[config.mk]
export PLATFORM = sky130hd
export DESIGN_NAME = frequency_count_self_organizing_list
export DESIGN_NICKNAME = d
export VERILOG_FILES = /design/src/design/sol_pkg.sv /design/src/design/frequency_count_self_organizing_list.sv /design/src/design/sol_ram.sv /design/src/design/sol_cmp.sv
export SDC_FILE = /design/constraint.sdc
export NUM_CORES = 1
export LEC_CHECK = 0
export BUFFER_PORTS_ARGS = -buffer_cell sky130_fd_sc_hd__buf_2
export CORE_MARGIN = 5
export CORE_UTILIZATION = 55
export CTS_CLUSTER_DIAMETER = 60
export DETAILED_ROUTE_END_ITERATION = 7
export MAX_ROUTING_LAYER = met4
export PLACE_DENSITY = 0.81
export SYNTH_ARGS = -nofsm -noshare
export SYNTH_HDL_FRONTEND = slang
export SYNTH_HIERARCHICAL = 1
export SYNTH_SLANG_ARGS = --single-unit
[constraint.sdc]
create_clock -name clk_i -period 7.78 [get_ports clk_i]
set_input_delay 0.389 -clock clk_i [delete_from_list [all_inputs] [get_ports clk_i]]
set_output_delay 0.389 -clock clk_i [all_outputs]
set_load 0.05 [all_outputs]
[src/design/sol_pkg.sv]
// Shared types and codes for the count-ordered self-organizing list.
// Used by the comparator and the top level; depends on nothing.
package sol_pkg;

  localparam int unsigned KEY_W = 32;

  localparam logic [1:0] ACT_INSERT = 2'd0;
  localparam logic [1:0] ACT_SEARCH = 2'd1;
  localparam logic [1:0] ACT_REMOVE = 2'd2;

  localparam logic [1:0] STAT_OK   = 2'd0;
  localparam logic [1:0] STAT_MISS = 2'd1;
  localparam logic [1:0] STAT_FULL = 2'd2;

  typedef enum logic [2:0] {
    ST_IDLE,
    ST_SCAN,
    ST_JSCAN,
    ST_SHIFT,
    ST_PUT,
    ST_RSHIFT,
    ST_FINISH
  } state_e;

  typedef struct packed {
    logic eq;
    logic gt;
  } cmp_res_t;

endpackage

[src/design/frequency_count_self_organizing_list.sv]
// Top level of the count-ordered self-organizing list: sequencer and datapath.
// Depends on sol_pkg, sol_ram and sol_cmp.
//
// The block keeps up to CAPACITY keys with access counts in one RAM and takes
// one request at a time. A search or remove first scans from the head at one
// entry per cycle through the single RAM read port and the shared comparator.
// A search hit at position p then rescans positions 0 to p-1 for the
// reinsertion point j, shifts p-j entries down and writes the moved entry.
// A remove hit at position p shifts the rest up.
// A finished result waits in an output register while the next request is taken.
module frequency_count_self_organizing_list import sol_pkg::*; #(
  parameter int unsigned CAPACITY   = 16,
  parameter int unsigned COUNT_BITS = 16
) (
  input  logic               clk_i,
  input  logic               rst_ni,
  input  logic               in_valid_i,
  output logic               in_ready_o,
  input  logic [1:0]         action_i,
  input  logic signed [31:0] key_i,
  output logic               out_valid_o,
  input  logic               out_ready_i,
  output logic [1:0]         status_o,
  output logic               hit_o
);

  localparam int unsigned IDX_W   = $clog2(CAPACITY);
  localparam int unsigned CNT_W   = $clog2(CAPACITY + 1);
  localparam int unsigned ENTRY_W = KEY_W + COUNT_BITS;

  state_e state_q, state_d;

  logic [CNT_W-1:0]      total_q, total_d;
  logic [CNT_W-1:0]      ptr_q, ptr_d;
  logic [KEY_W-1:0]      key_q, key_d;
  logic [1:0]            act_q, act_d;
  logic                  dvld_q, dvld_d;
  logic [IDX_W-1:0]      didx_q, didx_d;
  logic [IDX_W-1:0]      pos_q, pos_d;
  logic [IDX_W-1:0]      jpos_q, jpos_d;
  logic [COUNT_BITS-1:0] cnt_q, cnt_d;
  logic [1:0]            res_status_q, res_status_d;
  logic                  res_hit_q, res_hit_d;
  logic                  out_valid_q, out_valid_d;
  logic [1:0]            out_status_q, out_status_d;
  logic                  out_hit_q, out_hit_d;

  logic                  ram_we, ram_re;
  logic [IDX_W-1:0]      ram_waddr, ram_raddr;
  logic [ENTRY_W-1:0]    ram_wdata, ram_rdata;
  logic [KEY_W-1:0]      cmp_a, cmp_b;
  cmp_res_t              cmp_res;

  logic                  accept;
  logic                  room;
  logic [KEY_W-1:0]      rd_key;
  logic [COUNT_BITS-1:0] rd_cnt, rd_cnt_inc;
  logic                  scan_match, scan_last;
  logic                  j_found, j_last;
  logic                  out_free;

  assign accept     = in_valid_i && in_ready_o;
  assign in_ready_o = (state_q == ST_IDLE);
  assign room       = (total_q < CNT_W'(CAPACITY));
  assign rd_key     = ram_rdata[ENTRY_W-1:COUNT_BITS];
  assign rd_cnt     = ram_rdata[COUNT_BITS-1:0];
  assign rd_cnt_inc = (&rd_cnt) ? rd_cnt : rd_cnt + COUNT_BITS'(1);
  assign scan_match = dvld_q && cmp_res.eq;
  assign scan_last  = dvld_q && (didx_q == IDX_W'(total_q - CNT_W'(1)));
  assign j_found    = dvld_q && !cmp_res.gt;
  assign j_last     = dvld_q && (didx_q == pos_q - IDX_W'(1));
  assign out_free   = !out_valid_q || out_ready_i;

  sol_ram #(
    .WIDTH (ENTRY_W),
    .DEPTH (CAPACITY)
  ) u_ram (
    .clk_i   (clk_i),
    .we_i    (ram_we),
    .waddr_i (ram_waddr),
    .wdata_i (ram_wdata),
    .re_i    (ram_re),
    .raddr_i (ram_raddr),
    .rdata_o (ram_rdata)
  );

  sol_cmp #(
    .WIDTH (KEY_W)
  ) u_cmp (
    .a_i   (cmp_a),
    .b_i   (cmp_b),
    .res_o (cmp_res)
  );

  always_comb begin
    state_d = state_q;
    case (state_q)
      ST_IDLE: begin
        if (accept) begin
          case (action_i)
            ACT_SEARCH, ACT_REMOVE: begin
              state_d = (total_q == '0) ? ST_FINISH : ST_SCAN;
            end
            default: state_d = ST_FINISH;
          endcase
        end
      end
      ST_SCAN: begin
        if (scan_match) begin
          if (act_q == ACT_REMOVE) begin
            state_d = ST_RSHIFT;
          end else if (didx_q == '0) begin
            state_d = ST_PUT;
          end else begin
            state_d = ST_JSCAN;
          end
        end else if (scan_last) begin
          state_d = ST_FINISH;
        end
      end
      ST_JSCAN: begin
        if (j_found) begin
          state_d = ST_SHIFT;
        end else if (j_last) begin
          state_d = ST_PUT;
        end
      end
      ST_SHIFT: begin
        if (ptr_q == CNT_W'(jpos_q)) begin
          state_d = ST_PUT;
        end
      end
      ST_PUT:    state_d = ST_FINISH;
      ST_RSHIFT: begin
        if (ptr_q >= total_q) begin
          state_d = ST_FINISH;
        end
      end
      ST_FINISH: begin
        if (out_free) begin
          state_d = ST_IDLE;
        end
      end
      default:   state_d = ST_IDLE;
    endcase
  end

  always_comb begin
    ram_we    = 1'b0;
    ram_waddr = '0;
    ram_wdata = '0;
    ram_re    = 1'b0;
    ram_raddr = '0;
    cmp_a     = rd_key;
    cmp_b     = key_q;
    case (state_q)
      ST_IDLE: begin
        if (accept && (action_i == ACT_INSERT) && room) begin
          ram_we    = 1'b1;
          ram_waddr = IDX_W'(total_q);
          ram_wdata = {key_i, {COUNT_BITS{1'b0}}};
        end
      end
      ST_SCAN: begin
        ram_re    = (ptr_q < total_q);
        ram_raddr = IDX_W'(ptr_q);
      end
      ST_JSCAN: begin
        ram_re    = (ptr_q < CNT_W'(pos_q));
        ram_raddr = IDX_W'(ptr_q);
        cmp_a     = KEY_W'(rd_cnt);
        cmp_b     = KEY_W'(cnt_q);
      end
      ST_SHIFT: begin
        ram_re    = (ptr_q > CNT_W'(jpos_q));
        ram_raddr = IDX_W'(ptr_q - CNT_W'(1));
        ram_we    = dvld_q;
        ram_waddr = didx_q + IDX_W'(1);
        ram_wdata = ram_rdata;
      end
      ST_PUT: begin
        ram_we    = 1'b1;
        ram_waddr = jpos_q;
        ram_wdata = {key_q, cnt_q};
      end
      ST_RSHIFT: begin
        ram_re    = (ptr_q < total_q);
        ram_raddr = IDX_W'(ptr_q);
        ram_we    = dvld_q;
        ram_waddr = didx_q - IDX_W'(1);
        ram_wdata = ram_rdata;
      end
      default: begin
      end
    endcase
  end

  always_comb begin
    total_d      = total_q;
    ptr_d        = ptr_q;
    key_d        = key_q;
    act_d        = act_q;
    pos_d        = pos_q;
    jpos_d       = jpos_q;
    cnt_d        = cnt_q;
    res_status_d = res_status_q;
    res_hit_d    = res_hit_q;
    out_valid_d  = out_valid_q && !out_ready_i;
    out_status_d = out_status_q;
    out_hit_d    = out_hit_q;
    dvld_d       = ram_re && (state_d == state_q);
    didx_d       = ram_raddr;
    if (ram_re) begin
      ptr_d = (state_q == ST_SHIFT) ? ptr_q - CNT_W'(1) : ptr_q + CNT_W'(1);
    end
    case (state_q)
      ST_IDLE: begin
        if (accept) begin
          key_d        = key_i;
          act_d        = action_i;
          ptr_d        = '0;
          res_status_d = STAT_OK;
          res_hit_d    = 1'b0;
          case (action_i)
            ACT_INSERT: begin
              if (room) begin
                total_d = total_q + CNT_W'(1);
              end else begin
                res_status_d = STAT_FULL;
              end
            end
            ACT_SEARCH, ACT_REMOVE: begin
              if (total_q == '0) begin
                res_status_d = STAT_MISS;
              end
            end
            default: begin
            end
          endcase
        end
      end
      ST_SCAN: begin
        if (scan_match) begin
          pos_d  = didx_q;
          cnt_d  = rd_cnt_inc;
          jpos_d = '0;
          ptr_d  = (act_q == ACT_REMOVE) ? CNT_W'(didx_q) + CNT_W'(1) : '0;
        end else if (scan_last) begin
          res_status_d = STAT_MISS;
        end
      end
      ST_JSCAN: begin
        if (j_found) begin
          jpos_d = didx_q;
          ptr_d  = CNT_W'(pos_q);
        end else if (j_last) begin
          jpos_d = pos_q;
        end
      end
      ST_PUT: begin
        res_status_d = STAT_OK;
        res_hit_d    = 1'b1;
      end
      ST_RSHIFT: begin
        if (ptr_q >= total_q) begin
          total_d      = total_q - CNT_W'(1);
          res_status_d = STAT_OK;
          res_hit_d    = 1'b1;
        end
      end
      ST_FINISH: begin
        if (out_free) begin
          out_valid_d  = 1'b1;
          out_status_d = res_status_q;
          out_hit_d    = res_hit_q;
        end
      end
      default: begin
      end
    endcase
  end

  always_ff @(posedge clk_i or negedge rst_ni) begin
    if (!rst_ni) begin
      state_q     <= ST_IDLE;
      total_q     <= '0;
      ptr_q       <= '0;
      dvld_q      <= 1'b0;
      out_valid_q <= 1'b0;
    end else begin
      state_q     <= state_d;
      total_q     <= total_d;
      ptr_q       <= ptr_d;
      dvld_q      <= dvld_d;
      out_valid_q <= out_valid_d;
    end
  end

  always_ff @(posedge clk_i) begin
    key_q        <= key_d;
    act_q        <= act_d;
    didx_q       <= didx_d;
    pos_q        <= pos_d;
    jpos_q       <= jpos_d;
    cnt_q        <= cnt_d;
    res_status_q <= res_status_d;
    res_hit_q    <= res_hit_d;
    out_status_q <= out_status_d;
    out_hit_q    <= out_hit_d;
  end

  assign out_valid_o = out_valid_q;
  assign status_o    = out_status_q;
  assign hit_o       = out_hit_q;

  a_total_bound: assert property (@(posedge clk_i) disable iff (!rst_ni)
    total_q <= CNT_W'(CAPACITY))
    else $error("Entry total exceeds the table capacity.");

  a_shift_range: assert property (@(posedge clk_i) disable iff (!rst_ni)
    (state_q == ST_SHIFT) |-> (jpos_q < pos_q) && (ptr_q >= CNT_W'(jpos_q)))
    else $error("Reinsertion shift runs outside its window.");

  a_remove_nonempty: assert property (@(posedge clk_i) disable iff (!rst_ni)
    (state_q == ST_RSHIFT) |-> (total_q != '0) && (CNT_W'(pos_q) < total_q))
    else $error("Remove shift started on an entry beyond the total.");

  a_finish_holds: assert property (@(posedge clk_i) disable iff (!rst_ni)
    (state_q == ST_FINISH) && out_valid_q && !out_ready_i |=> (state_q == ST_FINISH))
    else $error("A result left the sequencer while the output register was full.");

endmodule

[src/design/sol_ram.sv]
// Generic simple dual-port RAM with one write port and a registered read port.
// Stands alone; no package needed.
module sol_ram #(
  parameter int unsigned WIDTH = 48,
  parameter int unsigned DEPTH = 16
) (
  input  logic                     clk_i,
  input  logic                     we_i,
  input  logic [$clog2(DEPTH)-1:0] waddr_i,
  input  logic [WIDTH-1:0]         wdata_i,
  input  logic                     re_i,
  input  logic [$clog2(DEPTH)-1:0] raddr_i,
  output logic [WIDTH-1:0]         rdata_o
);

  logic [WIDTH-1:0] mem_q [DEPTH];
  logic [WIDTH-1:0] rdata_q;

  always_ff @(posedge clk_i) begin
    if (we_i) begin
      mem_q[waddr_i] <= wdata_i;
    end
    if (re_i) begin
      rdata_q <= mem_q[raddr_i];
    end
  end

  assign rdata_o = rdata_q;

endmodule

[src/design/sol_cmp.sv]
// Shared unsigned comparator used for key matching and count ordering.
// Depends on sol_pkg for the result struct.
module sol_cmp import sol_pkg::*; #(
  parameter int unsigned WIDTH = 32
) (
  input  logic [WIDTH-1:0] a_i,
  input  logic [WIDTH-1:0] b_i,
  output cmp_res_t         res_o
);

  always_comb begin
    res_o.eq = (a_i == b_i);
    res_o.gt = (a_i > b_i);
  end

endmodule
; ---- Word-level counts from Yosys, hierarchy flattened
; Memories as Yosys holds them, arrays and structs flattened. A register that Yosys moved wholly into a read port is not among the register bits.
; Cells that the tools add are included.
[totals]
memories = 1
ff_bits = 83
word_cells = 141
ram_bits = 768
output_inout_bits = 5
[classes]
n_reduce_logical = 33
addsub = 9
mux = 55
eq_ne = 22
order_cmp = 6
[memory_table]
columns = memory, depth, width, read_ports, rd_clocked_by_memory_dff, write_ports, line
row1 = u_ram.mem_q, 16, 48, 1, 1, 1, sol_ram.sv:16  ; logic [WIDTH-1:0] mem_q [DEPTH];
[ops]
columns = cell, n
row1 = 48-bit one-hot mux with 3 select lines, 1
row2 = 32-bit 2-to-1 mux, 2
row3 = 5-bit 2-to-1 mux, 10
row4 = 48-bit 2-to-1 mux, 1
row5 = 3-bit 2-to-1 mux, 12
row6 = 32-bit equality test, 1
row7 = 32-bit > comparator, 1
row8 = 3-bit one-hot mux with 7 select lines, 1
row9 = "16-bit by 1-bit adder with 16-bit output, second input constant", 1
row10 = 16-bit 2-to-1 mux, 1
row11 = 4-bit 2-to-1 mux, 4
row12 = 4-bit one-hot mux with 2 select lines, 2
row13 = 4-bit one-hot mux with 4 select lines, 1
row14 = 16-bit AND reduction, 1
row15 = 5-bit one-hot mux with 3 select lines, 1
row16 = "5-bit by 1-bit adder with 5-bit output, second input constant", 2
row17 = 2-bit 2-to-1 mux, 5
row18 = 5-bit one-hot mux with 2 select lines, 1
row19 = 5-bit AND reduction, 2
row20 = "5-bit by 1-bit subtractor with 5-bit output, second input constant", 2
row21 = "3-bit equality test, second input constant", 3
row22 = 1-bit logical AND, 9
row23 = 1-bit one-hot mux with 3 select lines, 3
row24 = 4-bit equality test, 2
row25 = 33 further kinds, 56

; ---- Longest topological paths before layout
[logic_depth]
word_depth = 9
depth_mapped = 20

; ---- Cells and area by module
; Netlist, hierarchy kept.
[by_module_without_submodules]
columns = module, area_per_inst_um2, n_inst, cells_each
row1 = sol_ram, 30171.4, 1, 1242
row2 = frequency_count_self_organizing_list, 5666.7, 1, 631
row3 = sol_cmp, 839.6, 1, 110

; ---- Worst setup path before layout
; Ideal clock, no wire load.
[synth_path]
path_type = register to register
from = register state_q[0]
to = memory u_ram.mem_q[0][0] (enable)
slack_ns = 1.140
period_less_slack_ns = 6.640
required_time_ns = 7.267
path_buffers = 3
arrival_ns = 6.128
stages_incl_launch_ff = 10
setup_ns = 0.513
path_cell_list = dfrtp_1 buf_2 nor2_1 and2_1 and3_1 clkbuf_2 clkbuf_1 a211o_1 or3b_2 nor3_1
[synth_via]
elab_chain_cells = 8
word_cells_on_any_way = 14
[synth_rtl]
columns = element, line
row1 = start: declaration, frequency_count_self_organizing_list.sv:31  ; state_e state_q, state_d;
row2 = start signal: assignment, frequency_count_self_organizing_list.sv:291  ; state_q <= state_d;
row3 = 3-bit logical NOT, "frequency_count_self_organizing_list.sv:63, frequency_count_self_organizing_list.sv:156"
row4 = 1-bit logical AND, frequency_count_self_organizing_list.sv:62  ; assign accept = in_valid_i && in_ready_o;
row5 = 1-bit logical AND (2 in a row), frequency_count_self_organizing_list.sv:158  ; if (accept && (action_i == ACT_INSERT) && room) begin
row6 = 1-bit 2-to-1 mux, frequency_count_self_organizing_list.sv:158
row7 = 1-bit one-hot mux with 3 select lines (*), frequency_count_self_organizing_list.sv:156  ; case (state_q)
row8 = named net ram_we, frequency_count_self_organizing_list.sv:48  ; logic ram_we, ram_re;
row9 = 1-bit 2-to-1 mux (*), sol_ram.sv:20  ; if (we_i) begin
row10 = 1-bit 2-to-1 mux (implied by the code) (*), sol_ram.sv:21  ; mem_q[waddr_i] <= wdata_i;
row11 = end: declaration, sol_ram.sv:16
; Mark *: on every way through the listed nets, which the timed path passes. The rest lies on a longest branch.

; ---- Final worst setup path
[layout_path]
from = register state_q[1]
to = memory u_ram.mem_q[11][36] (enable)
[layout_via]
word_cells_on_any_way = 14
[layout_rtl]
columns = element, line
row1 = 3-bit logical NOT, "frequency_count_self_organizing_list.sv:63, frequency_count_self_organizing_list.sv:156"
row2 = 1-bit logical AND, frequency_count_self_organizing_list.sv:62
row3 = 1-bit logical AND (2 in a row), frequency_count_self_organizing_list.sv:158
row4 = 4-bit 2-to-1 mux, frequency_count_self_organizing_list.sv:158
row5 = 4-bit one-hot mux with 4 select lines (*), frequency_count_self_organizing_list.sv:156
row6 = named net ram_waddr[0], frequency_count_self_organizing_list.sv:49  ; logic [IDX_W-1:0] ram_waddr, ram_raddr;
; Marks and branches as above.

==> results.toml <==
[logic_synthesis]
synthCells = 1983
synth_area_leaders = "edfxtp_1 (72%), mux4_2 (12%), a22oi_1 (2.0%)"
yosysTopAreaCellShare_pct = 72.05
synth.net_count = 2079
synth.avg_cell_area_um2 = 18.50
synth-seq-area-share_pct = 73.29
synth_ff_type = "edfxtp_1"
synth_cell_types = 76
yosys.area.top_type = "edfxtp_1"
postSynth.asyncResetShare_pct = 1.669
yosys_register_bits = 899
yosys_warnings = 6
syn_area_um2 = 36680
synth_edf_count = 880

[global_route]
antenna_found_initial = 0
first_global_vias = 20475
grt_max_degree = 112
track_usage_pct = 25.39
grt-ovfl-total = 0
grt_pass1_wl_um = 132100

[worst_setup_path]
cp_slowest_cell = "nor2_4"
crit_arrival_ps = 5780
cp_common_cell = "buf_4"
cp_slowest_stage_delay_ps = 1080
worstPathCellList = "nor2b_1 > and2_2 > buf_4 > and3_2 > a22oi_1 > o21ai_0 > nand2_1 > nor2_4 > buf_4"
crit_type = "reg2reg"
end_kind = "flip-flop"
r2r-start = "state_q[1]$_DFF_PN0_"
crit_fanout = 41
startpoint_type = "flip-flop"
worstPathRequired_ps = 8080
crit_start = "state_q[1]$_DFF_PN0_"

[layout]
drive_above_1_share_pct = 20.49
fin_area_um2 = 41140
syn2layout_area_growth_pct = 12.17
nets = 2173
n_antenna_cell = 0
fin_util_pct = 62.35

[cts]
cts.sink_count = 899
htree_levels = 3
post_cts_resized = 0
clockBufferDepth = 3
cts_root_buf = "clkbuf_16"
path_clk_slew_ps = 60
clk_latency_ps = 660
cts_tree = "done"
numCtsBuffers = 88
cts_setup_buffers = 0

[pwr]
power.leakage_nw = 13.78
power_w = 0.01637
power_density_nw_per_um2 = 397.9
max-vdd-ir-drop_uv = 343.6

[sta]
rsz0062_at_grt = "false"
fin_crit_ps = 5479
whs_ps = 102.1
worst_slew_pin_slew_ps = 1276
fin_worst_skew_ps = 35.83
maxSlewViolCount = 0
setup_violations = 0
fmax_mhz = 182.5
fin_setup_tns_ps = 0
final_hold_viol_count = 0
slew_headroom_pct = 14.72
finalCritPeriodShare_pct = 70.43

[run]
cap_violations = 0

[floorplan]
core-area_um2 = 65980
rows = 94
die_h_um = 268.2
fp.dieW_um = 268.2
pin_count = 43
die_area_um2 = 71950
start_util_pct = 55.59

[placed_design]
io_buffers = 42
dp_hpwl_um = 46530
gp_congestion = 0.9129
place_area_um2 = 37950

[run_status]
status = "finished with violations"
violations = "design-rule violations"

[routing]
ant_nets = 0
drc = 12
wl_per_cell_um = 28.97
drtPass1Iterations = 8
routed_wl_um = 87240
via_count = 20137
vias_per_cell = 6.688
drtIter0Drc = 3021

[worst_hold_path]
min_from = "out_ready_i"
holdCritPathClass = "in2reg"
-- routing by layer --
layer,track usage (%),part of all wire [%],vias up,wire length (µm)
li1,-,-,8184,-
met1,35.23,37,10184,31970
met2,39.47,48,1545,42100
met3,4.770,12,224,10420
met4,7.364,3.1,0,2744
met5,-,0,-,0
-- cells in the mapped netlist, types with 2 or more instances --
cell      instances
edfxtp_1        880
mux4_2          192
nand2_1         174
a22oi_1          99
inv_1            92
ha_1             57
clkbuf_1         52
nor2_1           40
and2_1           35
a21oi_1          34
a222oi_1         33
xnor2_1          23
o21ai_0          22
buf_4            18
nand3_1          18
buf_1            17
nor3_1           17
buf_2            16
dfrtp_1          15
nand4_1          14
a22o_1           13
nor2b_1          11
xor2_1           11
a21o_1            8
o22ai_1           6
a211oi_1          5
a31oi_1           5
nand2b_1          5
and3_1            4
dfxtp_1           4
nand4_2           4
o221ai_1          4
nand3b_1          3
nor3b_1           3
o21a_1            3
a211o_1           2
and4_1            2
clkbuf_2          2
o31ai_1           2
or3b_2            2
-- cell families after synthesis --
| group | count (synthesis) | share of synthesized area (%) |
|---|---|---|
| AND/OR/NAND/NOR | 346 | 4.571 |
| buffers and inverters | 199 | 2.303 |
| XOR/XNOR | 35 | 0.8733 |
| multiplexers | 194 | 11.85 |
| flip-flops | 899 | 73.29 |
| adder cells (fa/ha/maj) | 58 | 1.999 |
| AO/OA/AOI/OAI | 252 | 5.117 |
-- metrics by stage --
| stage | instances | setup slack (ps) |
|---|---|---|
| 5_1_grt | 3011 | 2051 |
| 4_1_cts | 3011 | 2482 |
| 3_5_place_dp | 2816 | 2452 |
| 3_3_place_gp | 2816 | 2712 |
| 6_report | 3011 | 2301 |
| 2_1_floorplan | 1983 | 1140 |
-- sequential cells by signal, indices dropped and copies added (netlist names), 3 cells and up --
name           flops
state_q            3
u_ram/rdata_o     48
cnt_q             16
didx_q             4
u_ram/mem_q      768
total_q            5
jpos_q             4
key_q             32
ptr_q              5
pos_q              4
-- power breakdown --
part	switching [W]	internal, W
Sequential	0.000380	0.00666
Clock	0.00183	0.00237
Combinational	0.00320	0.00192
Total	0.00542	0.0110
-- worst paths after layout --
kind                       slack, ps                             to  depth (start not counted)
max                             2300  u_ram/mem_q[11][36]$_DFFE_PP_                          9
min                              100          out_valid_o$_DFF_PN0_                          3
max reg2reg                     2300  u_ram/mem_q[11][36]$_DFFE_PP_                          9
min reg2reg                      410                hit_o$_DFFE_PP_                          0
max in group asynchronous       7290          out_valid_o$_DFF_PN0_                          2
min in group asynchronous        200         total_q[1]$_DFFE_PN0P_                          2
-- critical path: cells and delay by family (launching register included) --
family                 cells  cell delay, ps
flip-flops                 1             550
AO/OA/AOI/OAI              2             560
buffers and inverters      2            1040
AND/OR/NAND/NOR            5            2950
-- layout make-up --
type	instances	area, µm²
clock inverters	57	580.6
clock buffers	103	2258
well taps	864	1081
fillers	4242	24840
flip-flops and latches	899	26880
inverters	93	349.1
multi-input cells	885	9134
repair buffers	110	858.3
-- timing repair --
item	4_1_cts	5_1_grt
setup endpoints to repair	0	0
hold endpoints to repair	49	0
hold buffers	35	0
-- cell usage in the layout (no fill, tap or decap), types with 5 or more instances in the layout --
cell,count
a222oi_1,33
dlygate4sd3_1,35
clkbuf_16,88
a21o_1,8
clkinv_2,16
clkinv_1,19
a31oi_1,5
nand3_1,18
mux4_2,192
nor2b_1,9
a22o_1,13
nor3_1,12
a211oi_1,5
nor2_4,14
xnor2_1,23
nand2b_1,5
nor3_2,6
clkbuf_1,15
dfrtp_1,15
and2_1,33
a21oi_1,34
edfxtp_1,880
inv_1,92
bufinv_16,8
xor2_1,11
nor2_1,25
buf_4,29
buf_2,42
nand4_1,14
nand2_1,173
ha_1,57
a22oi_1,99
o21ai_0,21
(Power assumes the default switching activity.)
